## src/design/wcr_div.sv

```systemverilog
module wcr_div #(
  parameter int NW = 25,
  parameter int DW = 18,
  parameter int QW = 12
) (
  input  logic          clk,
  input  logic [QW-1:0] en,
  input  logic [NW-1:0] num,
  input  logic [DW-1:0] den,
  output logic [QW-1:0] quo
);

  // Working width; the quotient is known to fit in QW bits
  localparam int CW = (DW + QW - 1 > NW) ? DW + QW - 1 : NW;

  logic [CW-1:0] rem_r [QW];
  logic [DW-1:0] dv_r  [QW];
  logic [QW-1:0] q_r   [QW];

  // Restoring division, one quotient bit per stage, MSB first
  for (genvar i = 0; i < QW; i++) begin : g_stg
    localparam int B = QW - 1 - i;
    logic [CW-1:0] rem_in;
    logic [DW-1:0] dv_in;
    logic [QW-1:0] q_in;
    logic [CW-1:0] trial;

    if (i == 0) begin : g_first
      assign rem_in = CW'(num);
      assign dv_in  = den;
      assign q_in   = '0;
    end else begin : g_next
      assign rem_in = rem_r[i-1];
      assign dv_in  = dv_r[i-1];
      assign q_in   = q_r[i-1];
    end

    assign trial = CW'(dv_in) << B;

    always_ff @(posedge clk) begin
      if (en[i]) begin
        if (rem_in >= trial) begin
          rem_r[i] <= rem_in - trial;
          q_r[i]   <= q_in | (QW'(1) << B);
        end else begin
          rem_r[i] <= rem_in;
          q_r[i]   <= q_in;
        end
        dv_r[i] <= dv_in;
      end
    end
  end

  assign quo = q_r[QW-1];

endmodule

```

## config.mk

```make
export PLATFORM = sky130hd
export DESIGN_NAME = wcr_div
export DESIGN_NICKNAME = d
export VERILOG_FILES = /design/src/design/wcr_div.sv
export SDC_FILE = /design/constraint.sdc
export NUM_CORES = 1
export LEC_CHECK = 0
export BUFFER_PORTS_ARGS = -buffer_cell sky130_fd_sc_hd__buf_4
export CAP_MARGIN = 20
export CORE_MARGIN = 4
export CORE_UTILIZATION = 60
export CTS_CLUSTER_DIAMETER = 50
export DETAILED_ROUTE_END_ITERATION = 10
export MAX_ROUTING_LAYER = met4
export PLACE_DENSITY = 0.79
export SLEW_MARGIN = 20
export SYNTH_ARGS = -nofsm -noshare
export SYNTH_HDL_FRONTEND = slang
export SYNTH_SLANG_ARGS = --single-unit
```

## constraint.sdc

```tcl
create_clock -name clk -period 3.8 [get_ports clk]
set_input_delay 0.57 -clock clk [delete_from_list [all_inputs] [get_ports clk]]
set_output_delay 0.57 -clock clk [all_outputs]
set_load 0.03 [all_outputs]
```

# [Word level (Yosys, flattened, before mapping)]
# Memories as Yosys holds them, arrays and structs flattened.
# Cells that the tools add are included.
[word_totals] output_inout_bits=12 word_cells=171 rom_bits=0 ram_bits=708 reg_bits=0 input_bits=56 latchBits=0 n_memories=3
[op_classes] n_bitwise=24 div_mod_pow=0 eq_ne=0 multipliers=0 mux=120 reduce_logical=0 n_addsub=12 shift=0 magnitude_cmp=12
[memory_table] name="rem_r" depth=12 word_bits=29 rd=11 rd_clocked_by_memory_dff=0 wr=12 line_no="16" text="logic [CW-1:0] rem_r [QW];"
[memory_table] name="dv_r" depth=12 word_bits=18 rd=11 rd_clocked_by_memory_dff=0 wr=12 line_no="17" text="logic [DW-1:0] dv_r [QW];"
[memory_table] name="q_r" depth=12 word_bits=12 rd=12 rd_clocked_by_memory_dff=0 wr=12 line_no="18" text="logic [QW-1:0] q_r [QW];"
[op_table] op="29-bit 2-to-1 mux" n=12
[op_table] op="12-bit 2-to-1 mux" n=12
[op_table] op="1-bit 2-to-1 mux" n=96
[op_table] op="25-bit by 29-bit >= comparator with 1-bit output" n=1
[op_table] op="29-bit by 18-bit >= comparator with 1-bit output" n=1
[op_table] op="29-bit by 19-bit >= comparator with 1-bit output" n=1
[op_table] op="29-bit by 20-bit >= comparator with 1-bit output" n=1
[op_table] op="29-bit by 21-bit >= comparator with 1-bit output" n=1
[op_table] op="29-bit by 22-bit >= comparator with 1-bit output" n=1
[op_table] op="29-bit by 23-bit >= comparator with 1-bit output" n=1
[op_table] op="29-bit by 24-bit >= comparator with 1-bit output" n=1
[op_table] op="29-bit by 25-bit >= comparator with 1-bit output" n=1
[op_table] op="29-bit by 26-bit >= comparator with 1-bit output" n=1
[op_table] op="29-bit by 27-bit >= comparator with 1-bit output" n=1
[op_table] op="29-bit by 28-bit >= comparator with 1-bit output" n=1
[op_table] op="25-bit by 29-bit subtractor with 29-bit output" n=1
[op_table] op="29-bit by 18-bit subtractor with 29-bit output" n=1
[op_table] op="29-bit by 19-bit subtractor with 29-bit output" n=1
[op_table] op="29-bit by 20-bit subtractor with 29-bit output" n=1
[op_table] op="29-bit by 21-bit subtractor with 29-bit output" n=1
[op_table] op="29-bit by 22-bit subtractor with 29-bit output" n=1
[op_table] op="29-bit by 23-bit subtractor with 29-bit output" n=1
[op_table] op="29-bit by 24-bit subtractor with 29-bit output" n=1
[op_table] op="29-bit by 25-bit subtractor with 29-bit output" n=1
[op_table] op="4 further kinds" n=27

# [Logic depth before layout (Yosys ltp)]
# An unclocked memory read counts as a cell.
[depth] depth_word=6 mapped_depth=14 depth_no_buf=12

# [Worst setup path after synthesis]
# No wires, ideal clock.
[synth_timing] kind="register -> register" startpoint="memory rem_r[5][5] in the netlist's numbering" endpoint="memory rem_r[6][14] in the netlist's numbering (data pin)" setup_slack_ns=0.681 synth_period_minus_slack_ns=3.119 path_stages_with_launch=13 path_buffers=1 t_required_ns=3.540 setup_ns=0.260 t_arrival_ns=2.859 cell_sequence="edfxtp_1 -> inv_1 -> ha_1 -> inv_1 -> fa_1 -> a21oi_2 -> o22ai_1 -> o41a_1 -> a311o_1 -> a31oi_4 -> o31ai_2 -> buf_6 -> mux2_4"
[synth_lines] item="from (decl)" line_no="16"

==> impl_results.md <==
- Buffers on Ports: 67
- Worst r2r src: rem_r[5][5]
- Final hold violation count: 0
- Pre-CTS WS: 233 ps
- # Max-Cap Violations: 0
- Number of vias in the routed layout: 21,900
- GPL Wtd Cong: 0.952
- Finish-stage setup viols: 0
- Setup bufs post-CTS: 0
- Synth area leader: edfxtp_1
- PwrDens: 703 nW/µm²
- Mapped Area: 32,300 µm²
- Worst hold stages: 1
- Ys async rst share: 0%
- Clk_lat worst skew: 620 ps
- Maximum clock frequency: 279 MHz
- Register area share after synthesis: 55.4%
- Final setup skew: 37.5 ps
- Starting Density: 61.0%
- Ys Warns: 0
- DIE AREA: 57,500 µm²
- Top-count cell post-synth: edfxtp_1
- 1st-pass router iterations: 6
- Reg clk slew, reported paths: 60 ps
- Die Y: 240 µm
- Synth cell types: 89
- Post-route insts no fill: 3,634
- Worst Tran Pin Value: 885 ps
- Worst slew margin: 41.0%
- # hold bufs at CTS: 0
- Min cycle time layout: 3580 ps
- Clock Tree Buf Depth: 3
- CTS H-tree depth: 3
- Post-synth EDFFs: 595
- CTS buffer count: 68
- Setup CP Type: register to register
- Hold crit path type: input port to register
- Area added between synthesis and finish: 11.4%
- P_sw: 8.57 mW
- RR Endpoint: rem_r[6][15]
- Synthesized Nets: 3,055
- Synth cell count leaders: 595 x edfxtp_1, 276 x inv_1, 212 x ha_1
- Nature of the critical path endpoint: register
- Sum Neg Setup Slack: 0 ps
- Worst-path fanout max: 17
- Final hold slack: 145 ps
- Met1 usage: 25.6%
- Die Wd: 240 µm
- Core area: 52,900 µm²
- IO Count: 68
- Overall power: 25.3 mW
- Syn_area_per_cell: 11.6 µm²
- Top post-synthesis cells by area: edfxtp_1 55%, ha_1 8.2%, inv_1 3.2%
- Largest net degree at the start of global routing: 59
- Worst Setup Slack, final: 219 ps
- Grt peak-use layer: met2
- Antenna violations before repair: 1
- Vias per cell: 6.03
- Number of synthesized register bits: 595
- GR Util met2: 48.9%
- Post_cts resized: 0
- Hold_sp: den[2]
- Row cnt: 84
- Routed length per placed instance: 19.7 µm
- Fin crit share: 94.2%
- Number of global-route vias before repair: 22,500
- Ratio of cells with drive above 1 in the final layout: 10.6%
- Total internal power: 16.7 mW
- Grt met3 use: 3.21%
- Worst IR drop on VDD: 0.433 mV
- R2r worst-path depth: 13
- Crit path required time: 4160 ps
- Main synth FF type: edfxtp_1
- WP data arrival: 3940 ps
- Clock Power Share: 25.4%
- Cells after Synth: 2,776
- Leak pwr: 14.4 nW
- DRC violations left: 0
- Gr usage total: 25.8%
- GRT Residual Overflow: 0
- Final Max Slew Viols: 0
- Net Sw Frac: 33.9%
- Part of the power in registers: 39.7%
- CTS tree: done
- RSZ-0062 raised after global routing: false
- Comb power frac: 34.9%
- Final #Nets: 3,174
- Fillers: 3,741
- Top cell type's share of synthesized area: 55.4%
- First-pass GRT wire length: 115 mm
- DP HPWL: 54.3 mm
- Initial DRC count: 1,481
- Placed cells: 3,513
- DRT antenna net count: 0
- Register-to-register setup slack: 220 ps
- DRT Wirelength: 71.5 mm
- CTS sink count: 595
- Outcome: complete, no violations
- Hold path endpoint: dv_r[0][2]
- Root Driver: clkbuf_16
- Critical Path Source Type: register
[flip-flops by register name, indices dropped and copies added (netlist names)]
name / cells
q_r: 78
dv_r: 198
rem_r: 319
[power groups by stage]
stage | logic (mW) | clock network [mW] | registers [mW]
floorplan | 6.73 | 0 | 9.76
global placement | 8.31 | 0 | 10.1
detailed placement | 8.64 | 0 | 10.2
CTS | 8.74 | 6.52 | 10.0
global route | 9.81 | 6.83 | 10.1
finish | 8.83 | 6.41 | 10.0
[cells in the final DEF (no fill, tap or decap), types with 24 or more instances in the layout]
cell type	instances
a21o_1	82
a21oi_1	183
a31oi_1	24
and3_1	26
buf_4	108
clkbuf_16	68
edfxtp_1	595
ha_1	212
inv_1	276
mux2_2	48
nand2_1	183
nand2b_1	33
nand3_1	44
nand4_1	33
nor2_1	183
nor2b_1	31
nor3_1	59
o21a_1	40
o21ai_0	143
o31ai_1	24
xnor2_1	92
xor2_1	94
[worst max-delay path by stage]
stage                      from      endpoint  slack, ps
floorplan           rem_r[5][5]  rem_r[6][14]        680
global route         dv_r[5][0]  rem_r[6][24]         40
detailed placement  rem_r[1][9]  rem_r[2][10]        230
global placement    rem_r[1][9]  rem_r[2][10]        290
CTS                 rem_r[1][9]  rem_r[2][10]        200
finish              rem_r[5][5]  rem_r[6][15]        220
[layout make-up]
type	instances	area, µm²	share of cell area, %
Inverter	277	1040	2.89
Antenna cell	1	2.50	0.00696
Clock buffer	80	1750	4.86
Clock inverter	40	479	1.33
Sequential cell	595	17900	49.7
Tap cell	688	861	2.39
Multi-Input combinational cell	1843	13100	36.5
Timing Repair Buffer	110	851	2.37
[cell families after synthesis]
kind of cell,after synthesis,share of synthesized area [%]
xor+xnor,186,5.05
fa+ha+maj,223,8.90
mux,65,2.33
flops,595,55.4
compound gates,655,13.2
buf+inv,338,4.12
simple gates,714,11.0
[through the flow]
stage | instance area, µm² | utilization, %
after global placement | 33700 | 63.8
after global routing | 36000 | 68.0
after detailed placement | 33700 | 63.8
after floorplan | 32300 | -
final | 36000 | 68.0
after CTS | 35900 | 68.0
[critical path, cell delays in order, from the launching register on]
cell	delay [ps]
edfxtp_1	400
inv_1	70
ha_1	180
inv_1	70
fa_1	420
a21oi_2	200
o22ai_1	130
o41a_1	420
a311o_1	480
a31oi_4	310
o31ai_4	210
buf_4	250
nor2_1	100
a21oi_1	50
[routing by layer]
metal / vias to the layer above / share of wire (%)
li1: 10500 / -
met2: 711 / 55
met3: 263 / 3.9
met4: 0 / 6.0
met5: - / 0
met1: 10500 / 35
Note: power is estimated with default switching activity, not from simulation.
